$ cat src/sv/hsv2rgb_pkg.sv
// ----------------------------------------------------------------------------
// hsv2rgb_pkg
// Shared types, constants and helper functions for the HSV to RGB converter.
// ----------------------------------------------------------------------------
package hsv2rgb_pkg;

    // Steps in one hue sector and the number of pipeline stages
    localparam int unsigned SectorSteps = 43;
    localparam int unsigned NumStages   = 5;

    // Reciprocal of 43 for ramp products up to 255*43: floor(x/43) = (x*M) >> 20
    localparam int unsigned RecipShift  = 20;
    localparam logic [14:0] Recip43     = 15'd24386;

    // Hue sector codes
    localparam logic [2:0] SECT_RED_UP   = 3'd0;
    localparam logic [2:0] SECT_GRN_DOM  = 3'd1;
    localparam logic [2:0] SECT_GRN_UP   = 3'd2;
    localparam logic [2:0] SECT_BLU_DOM  = 3'd3;
    localparam logic [2:0] SECT_BLU_UP   = 3'd4;

    // One input pixel
    typedef struct packed {
        logic [7:0] alpha_in;
        logic [7:0] brightness;
        logic [7:0] saturation;
        logic [7:0] hue;
    } hsv_pix_t;

    // One output pixel
    typedef struct packed {
        logic [7:0] alpha_out;
        logic [7:0] blue;
        logic [7:0] green;
        logic [7:0] red;
    } rgb_pix_t;

    // Pipeline control from the top level to the datapath
    typedef struct packed {
        logic advance;
    } pipe_ctrl_t;

    // Sector index of a hue: count of sector boundaries at or below it
    function automatic logic [2:0] hue_sector(input logic [7:0] h);
        logic [2:0] s;
        s = 3'd0;
        if (h >= 8'd43)  s = 3'd1;
        if (h >= 8'd86)  s = 3'd2;
        if (h >= 8'd129) s = 3'd3;
        if (h >= 8'd172) s = 3'd4;
        if (h >= 8'd215) s = 3'd5;
        return s;
    endfunction

    // First hue of a sector
    function automatic logic [7:0] sector_base(input logic [2:0] s);
        logic [7:0] b;
        case (s)
            3'd0:    b = 8'd0;
            3'd1:    b = 8'd43;
            3'd2:    b = 8'd86;
            3'd3:    b = 8'd129;
            3'd4:    b = 8'd172;
            default: b = 8'd215;
        endcase
        return b;
    endfunction

endpackage

$ cat src/sv/hsv2rgb_core.sv
// ----------------------------------------------------------------------------
// hsv2rgb_core
// Five-stage datapath: product, chroma, ramp product, ramp divide, channel mux.
// ----------------------------------------------------------------------------
module hsv2rgb_core (
    input  logic                    aclk,
    input  hsv2rgb_pkg::pipe_ctrl_t ctrl,
    input  hsv2rgb_pkg::hsv_pix_t   pix_in,
    output hsv2rgb_pkg::rgb_pix_t   pix_out
);

    // Stage 1: v*s product, sector split
    logic [15:0] vs_prod_reg;
    logic [2:0]  sect1_reg;
    logic [5:0]  offs1_reg;
    logic [7:0]  val1_reg;
    logic [7:0]  alpha1_reg;
    logic [2:0]  sect1_next;
    logic [7:0]  offs1_full;

    assign sect1_next = hsv2rgb_pkg::hue_sector(pix_in.hue);
    assign offs1_full = pix_in.hue - hsv2rgb_pkg::sector_base(sect1_next);

    always_ff @(posedge aclk) begin
        if (ctrl.advance) begin
            vs_prod_reg <= 16'(pix_in.brightness) * 16'(pix_in.saturation);
            sect1_reg   <= sect1_next;
            offs1_reg   <= offs1_full[5:0];
            val1_reg    <= pix_in.brightness;
            alpha1_reg  <= pix_in.alpha_in;
        end
    end

    // Stage 2: chroma = floor(p/255), ramp multiplier from sector parity
    logic [7:0]  chroma2_reg;
    logic [5:0]  mult2_reg;
    logic [2:0]  sect2_reg;
    logic [7:0]  val2_reg;
    logic [7:0]  alpha2_reg;
    logic [16:0] div255_sum;
    logic [5:0]  mult2_next;

    // floor(p/255) = (p + (p >> 8) + 1) >> 8 for any p up to 255*255
    assign div255_sum = 17'(vs_prod_reg) + 17'(vs_prod_reg[15:8]) + 17'd1;
    assign mult2_next = sect1_reg[0] ? 6'(6'(hsv2rgb_pkg::SectorSteps) - offs1_reg)
                                     : offs1_reg;

    always_ff @(posedge aclk) begin
        if (ctrl.advance) begin
            chroma2_reg <= div255_sum[15:8];
            mult2_reg   <= mult2_next;
            sect2_reg   <= sect1_reg;
            val2_reg    <= val1_reg;
            alpha2_reg  <= alpha1_reg;
        end
    end

    // Stage 3: ramp product and minimum level
    logic [13:0] ramp_prod3_reg;
    logic [7:0]  chroma3_reg;
    logic [7:0]  min3_reg;
    logic [2:0]  sect3_reg;
    logic [7:0]  alpha3_reg;

    always_ff @(posedge aclk) begin
        if (ctrl.advance) begin
            ramp_prod3_reg <= 14'(chroma2_reg) * 14'(mult2_reg);
            chroma3_reg    <= chroma2_reg;
            min3_reg       <= val2_reg - chroma2_reg;
            sect3_reg      <= sect2_reg;
            alpha3_reg     <= alpha2_reg;
        end
    end

    // Stage 4: ramp = floor(prod/43) by reciprocal multiply
    logic [28:0] recip_prod;
    logic [7:0]  ramp4_reg;
    logic [7:0]  chroma4_reg;
    logic [7:0]  min4_reg;
    logic [2:0]  sect4_reg;
    logic [7:0]  alpha4_reg;

    assign recip_prod = 29'(ramp_prod3_reg) * 29'(hsv2rgb_pkg::Recip43);

    always_ff @(posedge aclk) begin
        if (ctrl.advance) begin
            ramp4_reg   <= recip_prod[hsv2rgb_pkg::RecipShift +: 8];
            chroma4_reg <= chroma3_reg;
            min4_reg    <= min3_reg;
            sect4_reg   <= sect3_reg;
            alpha4_reg  <= alpha3_reg;
        end
    end

    // Stage 5: route chroma/ramp/zero to channels, add minimum level
    logic [7:0] r_share;
    logic [7:0] g_share;
    logic [7:0] b_share;
    hsv2rgb_pkg::rgb_pix_t out_reg;

    always_comb begin
        unique case (sect4_reg)
            hsv2rgb_pkg::SECT_RED_UP: begin
                r_share = chroma4_reg; g_share = ramp4_reg;   b_share = 8'd0;
            end
            hsv2rgb_pkg::SECT_GRN_DOM: begin
                r_share = ramp4_reg;   g_share = chroma4_reg; b_share = 8'd0;
            end
            hsv2rgb_pkg::SECT_GRN_UP: begin
                r_share = 8'd0;        g_share = chroma4_reg; b_share = ramp4_reg;
            end
            hsv2rgb_pkg::SECT_BLU_DOM: begin
                r_share = 8'd0;        g_share = ramp4_reg;   b_share = chroma4_reg;
            end
            hsv2rgb_pkg::SECT_BLU_UP: begin
                r_share = ramp4_reg;   g_share = 8'd0;        b_share = chroma4_reg;
            end
            // last sector, magenta to red
            default: begin
                r_share = chroma4_reg; g_share = 8'd0;        b_share = ramp4_reg;
            end
        endcase
    end

    always_ff @(posedge aclk) begin
        if (ctrl.advance) begin
            out_reg.red       <= r_share + min4_reg;
            out_reg.green     <= g_share + min4_reg;
            out_reg.blue      <= b_share + min4_reg;
            out_reg.alpha_out <= alpha4_reg;
        end
    end

    assign pix_out = out_reg;

endmodule

$ cat src/sv/hsv_to_rgb_8bit_unit.sv
// ----------------------------------------------------------------------------
// hsv_to_rgb_8bit_unit
// Stream converter from 8-bit HSV plus alpha to 8-bit RGB plus alpha.
// ----------------------------------------------------------------------------
// Takes one item per clock while the output is not stalled and returns one
// item per item, in order. Each item passes through the five register stages
// of the datapath (v*s product, divide by 255, ramp product, reciprocal
// divide by 43, channel routing); the last stage is the output register. The
// whole pipeline holds while a result waits and m_tready is low; an empty
// output stage always lets a new item in.
module hsv_to_rgb_8bit_unit (
    input  logic        aclk,
    input  logic        aresetn,
    input  logic        s_tvalid,
    output logic        s_tready,
    input  logic [31:0] s_tdata,   // hue, saturation, brightness, alpha_in
    output logic        m_tvalid,
    input  logic        m_tready,
    output logic [31:0] m_tdata    // red, green, blue, alpha_out
);

    localparam int unsigned NStg = hsv2rgb_pkg::NumStages;

    hsv2rgb_pkg::pipe_ctrl_t ctrl;
    hsv2rgb_pkg::hsv_pix_t   pix_in;
    hsv2rgb_pkg::rgb_pix_t   pix_out;
    logic [NStg-1:0]         vld_reg;

    // Pipeline moves whenever the output slot is free or being emptied
    assign ctrl.advance = m_tready || !vld_reg[NStg-1];
    assign s_tready     = ctrl.advance;

    // Valid bits alongside the data stages
    always_ff @(posedge aclk) begin
        if (!aresetn) begin
            vld_reg <= '0;
        end else if (ctrl.advance) begin
            vld_reg <= {vld_reg[NStg-2:0], s_tvalid};
        end
    end

    // Unpack item fields
    assign pix_in.hue        = s_tdata[7:0];
    assign pix_in.saturation = s_tdata[15:8];
    assign pix_in.brightness = s_tdata[23:16];
    assign pix_in.alpha_in   = s_tdata[31:24];

    hsv2rgb_core u_core (
        .aclk    (aclk),
        .ctrl    (ctrl),
        .pix_in  (pix_in),
        .pix_out (pix_out)
    );

    assign m_tvalid = vld_reg[NStg-1];
    assign m_tdata  = {pix_out.alpha_out, pix_out.blue, pix_out.green, pix_out.red};

endmodule

$ cat config.mk
export PLATFORM = sky130hd
export DESIGN_NAME = hsv_to_rgb_8bit_unit
export DESIGN_NICKNAME = d
export VERILOG_FILES = /design/src/sv/hsv2rgb_pkg.sv /design/src/sv/hsv2rgb_core.sv /design/src/sv/hsv_to_rgb_8bit_unit.sv
export SDC_FILE = /design/constraint.sdc
export NUM_CORES = 1
export LEC_CHECK = 0
export BUFFER_PORTS_ARGS = -buffer_cell sky130_fd_sc_hd__buf_4
export CAP_MARGIN = 40
export CORE_ASPECT_RATIO = 1.2
export CORE_MARGIN = 10
export CORE_UTILIZATION = 36
export CTS_CLUSTER_DIAMETER = 200
export DETAILED_ROUTE_END_ITERATION = 8
export GPL_ROUTABILITY_DRIVEN = 0
export PLACE_DENSITY = 0.57
export REMOVE_ABC_BUFFERS = 1
export SLEW_MARGIN = 0
export SYNTH_ARGS = -nofsm -noshare
export SYNTH_HDL_FRONTEND = slang
export SYNTH_SLANG_ARGS = --single-unit
$ cat constraint.sdc
create_clock -name aclk -period 5.9 [get_ports aclk]
set_input_delay 1.18 -clock aclk [delete_from_list [all_inputs] [get_ports aclk]]
set_output_delay 1.18 -clock aclk [all_outputs]
set_load 0.05 [all_outputs]
Word level (Yosys, flattened, before mapping)
Cells that the tools add are included.
Widths: inputs -> output; s select.

word-level totals
  latch bits = 0
  flip-flop bits (word level) = 187
  ROM bits = 0
  bits in writable memories = 0
  input port bits = 36
  output and inout port bits = 34
  memories kept = 0
  word-level logic and storage cells = 69

operators by class
  magnitude comparators = 5
  add/subtract/negate cells = 8
  shift-type cells = 0
  bitwise gates (word level) = 0
  muxes and demuxes = 10
  eq/ne operators = 8
  div/mod/pow operators = 0
  $mul = 3
  reduce and logical (&&, ||, !) cells = 10

operators with widths
  kind                    count
  $pmux 8 s2              3
  $pmux 6 s5              1
  $mul 14x14->27 const B  1
  $add 8x8->8             3
  $ge 8x8->1 const B      3
  $add 16x1->16 const B   1
  $add 16x8->16           1
  $mul 8x8->16            1
  $mul 8x6->14            1
  $eq 3x2->1 const B      4
  $reduce_or 2->1         6
  $ge 8x6->1 const B      1
  $ge 8x7->1 const B      1
  $sub 8x8->8             1
  $eq 3x1->1 const B      2
  $eq 3x3->1 const B      2
  $logic_not 3->1         2
  $mux 3                  2
  $mux 6                  1
  $sub 6x6->6             1
  $sub 6x6->6 const A     1
  $mux 2                  2
  $logic_not 1->1         1
  $logic_or 1x1->1        1
  $mux 1                  1

Depth between registers and ports, before layout
  depth in word-level cells = 9
  mapped depth = 18
  depth with buffers taken out = 18

Modules after synthesis
Synthesis repeated with hierarchy kept, for this count alone.

second synthesis, totals
  cell total of the unflattened synthesis = 1,239
  area, all modules = 14,360.0 um2

by module, submodules not included
  module                times used  cells an instance  seq. area each (um2)  area an instance (um2)
  hsv2rgb_core          1           1,221              5,465.2               14,164.8
  hsv_to_rgb_8bit_unit  1           18                 100.1                 195.2

Least setup slack after synthesis
Ideal clock, no wire load.

  path type = input to output
  from = input port m_tready
  to = output port s_tready
  required time = 4,720 ps
  slack = -403 ps
  arrival = 5,123 ps
  stages on the path = 2
  buffers on the path = 0
  cell sequence = nor2b_1 > inv_1

between the ends
  word-level cells in the longest chain between the ends = 1

RTL lines
  item              RTL line                    text
  start, declared   hsv_to_rgb_8bit_unit.sv:18  input logic m_tready,
  $logic_or 1x1->1  hsv_to_rgb_8bit_unit.sv:30  assign ctrl.advance = m_tready || !vld_reg[NStg-1];
  end, declared     hsv_to_rgb_8bit_unit.sv:15  output logic s_tready,

Every way passes these cells.

Final worst setup path
  from = register u_core.ramp_prod3_reg[1]
  to = register u_core.ramp4_reg[4], data pin

between the ends
  word-level cells in the longest chain between the ends = 1

RTL lines
  item                             RTL line            text
  start, declared                  hsv2rgb_core.sv:59  logic [13:0] ramp_prod3_reg;
  start signal, assigned           hsv2rgb_core.sv:67  ramp_prod3_reg <= 14'(chroma2_reg) * 14'(mult2_reg);
  $mul 14x14->27                   hsv2rgb_core.sv:83  assign recip_prod = 29'(ramp_prod3_reg) * 29'(hsv2rgb_pkg::Recip43);
  named net u_core.recip_prod[24]  hsv2rgb_core.sv:76  logic [28:0] recip_prod;
  end signal, assigned             hsv2rgb_core.sv:87  ramp4_reg <= recip_prod[hsv2rgb_pkg::RecipShift +: 8];
  end, declared                    hsv2rgb_core.sv:77  logic [7:0] ramp4_reg;

The timed path passes the listed nets, and every way through them passes these cells.
A chain may end at the register's enable or synchronous reset.

==> flow_summary.toml <==
[critical_path]
r2r-start = "u_core.ramp_prod3_reg[1]$_DFFE_PP_"
max_stage_delay_ps = 540
r2r_setup_slack_ps = 590
path_max_fanout = 6
arrival_ps = 5500
crit_family = "adder cells"
worstSetupPathType = "register to register"
cp.required_ps = 6090
r2r_end = "u_core.ramp4_reg[4]$_DFFE_PP_"
cp-start-kind = "register"
cp-end-kind = "register"
cp_cell_sequence = "fa_1 > fa_1 > inv_1 > fa_1 > inv_1 > fa_1 > ha_1 > inv_1 > fa_1 > inv_1 > ha_1 > a21oi_1 > o21ai_0 > a32oi_1 > a21oi_1 > a21oi_1 > nor2b_1 > xnor2_1"
crit_top_cell = "fa_1"
ff2ff_path_depth = 18
cpMaxStageDelayCell = "edfxtp_1"
critPathBufInv = 4

[logic_synthesis]
seq_area_frac_synth = 0.3851
yosys-top-cells-area = "edfxtp_1 38%, fa_1 17%, ha_1 16%"
syn_inst = 1252
synth_flop_cell = "edfxtp_1"
synth_cell_types = 58
synth_largest_area_cell = "edfxtp_1"
yosysWarnings = 0
ys_seq_elements = 187
synth_edf_count = 182
synth_area_per_cell_sq_um = 11.54
syn_area_sq_um = 14450
synth_top_area_frac = 0.3781
synthArstFlopShare = 0

[global_route]
grt_usage = 0.1190
grt_pass1_wl_um = 46730
grt_pass1_vias = 9438
antenna_found_initial = 0
grt_overflow_total = 0
grt_max_degree = 60

[drt]
wire_per_inst_um = 14.83
ant_nets = 0
drc = 0
vias = 8947
wl_um = 27870
vias_per_cell = 4.762
drtIter0Drc = 477
dr.pass1.iters = 5

[timing]
fin_tns_setup_ps = 0
rsz0062_at_grt = "no"
hold_violations = 0
setup_viol = 0
period_minus_slack_ps = 5307
worst_pin_slew_ps = 823.8
hold_ws_ps = 411.9
finalCritPeriodShare = 0.8994
fin_worst_skew_ps = 18.82
slew_headroom = 0.4469
drv_slew = 0
max_freq_ghz = 0.1884

[layout]
num_antenna_cells = 0
drive_gt1_frac = 0.08841
area.growth.synth_to_final_pct = 12.43
largest_reg_flops = 32
mostFrequentLayoutCells = "218 x inv_1, 183 x ha_1, 182 x edfxtp_1, 126 x nand2_1, 126 x fa_1"
layout_commonest_cell = "inv_1"
nets = 1678
nFillCells = 3832

[cts]
ctsResizeCount = 0
htreeDepth = 4
clk_latency_ps = 440
cts_buffers = 17
holdBufCountCts = 0
root_buffer = "clkbuf_16"
cts_sinks = 187
post-cts-setup-buffer-count = 0
cts.path.max_buffers = 2
cts_tree = "built"
path_clk_slew_ps = 80

[floorplan]
die-area_sq_um = 48590
dieHeight_um = 239.5
rows = 80
initial_core_util = 0.3637
core_area_sq_um = 39740
die_x_um = 202.9
ioPinCount = 70

[hold_path]
hold_start = "u_core.alpha3_reg[2]$_DFFE_PP_"
min_to = "u_core.alpha4_reg[2]$_DFFE_PP_"
hold_class = "register to register"
whs_path_depth = 0

[placement]
place_hpwl_um = 22280
io_buffers = 69

[job]
max_cap_viol_count = 0

[outcome]
status = "completed"
how the worst max path moves through the flow:
stage / start / to / depth (start not counted)
6_report: u_core.ramp_prod3_reg[1]$_DFFE_PP_ / u_core.ramp4_reg[4]$_DFFE_PP_ / 18
3_3_place_gp: s_tdata[15] / u_core.vs_prod_reg[15]$_DFFE_PP_ / 15
4_1_cts: u_core.ramp_prod3_reg[1]$_DFFE_PP_ / u_core.ramp4_reg[4]$_DFFE_PP_ / 17
2_1_floorplan: m_tready / s_tready / 2
3_5_place_dp: s_tdata[15] / u_core.vs_prod_reg[15]$_DFFE_PP_ / 15
5_1_grt: u_core.ramp_prod3_reg[10]$_DFFE_PP_ / u_core.ramp4_reg[7]$_DFFE_PP_ / 17
cells by family (layout without fill, tap and decap cells):
family,count (synthesis),count (layout),synth area share
adder cells (fa/ha/maj),309,309,0.3330
AND/OR/NAND/NOR,259,259,0.08631
buffers and inverters,232,326,0.06060
flip-flops,187,187,0.3851
AO/OA/AOI/OAI,177,177,0.08043
XOR/XNOR,77,77,0.04666
multiplexers,11,11,0.007965
stage by stage:
step	setup slack [ps]	area [sq um]	utilization	instances
finish	593.4	16250	0.4089	1879
global route	407.0	16250	0.4089	1879
CTS	607.0	16250	0.4089	1879
detailed placement	464.3	15670	0.3942	1847
global placement	518.5	15620	0.3930	1845
floorplan	-402.5	14400	-	1239
routing by layer:
metal / vias to the layer above / share of wire / GRT usage
li1: 4384 / - / -
met1: 4374 / 0.43 / 0.1404
met2: 154 / 0.52 / 0.2132
met3: 35 / 0.028 / 0.01974
met4: 0 / 0.022 / 0.04301
met5: - / 0 / 0
synth_stat cells (3+ instances only):
cell type / number
inv_1: 219
ha_1: 183
edfxtp_1: 182
fa_1: 126
nand2_1: 126
a21oi_1: 60
and2_1: 57
xnor2_1: 57
nor2_1: 25
o21ai_0: 25
a21o_1: 21
xor2_1: 20
a22o_1: 18
nor2b_1: 11
clkbuf_1: 9
o21bai_1: 8
mux2i_1: 7
a31oi_1: 6
nand3_1: 6
nor3_1: 6
o21a_1: 6
dfxtp_1: 5
o211ai_1: 5
a21boi_0: 4
and3_1: 4
mux2_2: 4
nand2b_1: 4
nand4_1: 4
a211oi_1: 3
nor4_1: 3
o31ai_1: 3
or2_2: 3
area by class of cell:
class	instances	area, sq um	share of cell area
clock inverter	12	146.4	0.009009
clock buffer	20	436.7	0.02687
inverter	219	827.0	0.05090
sequential	187	5565	0.3425
tap	533	666.9	0.04104
multi-input combinational	833	8011	0.4930
timing repair buffer	75	595.6	0.03665
worst reg2reg max path, cell delays in order, from the launching register on:
cell      delay, ps
edfxtp_1        540
fa_1            480
fa_1            500
inv_1            50
fa_1            470
inv_1            50
fa_1            410
ha_1            280
inv_1            50
fa_1            500
inv_1            40
ha_1            310
a21oi_1         140
o21ai_0         110
a32oi_1         370
a21oi_1         200
a21oi_1         260
nor2b_1         200
xnor2_1          90
Power is not shown: default switching activity piles up to over one toggle a cycle in this logic, so the estimate is an artifact.
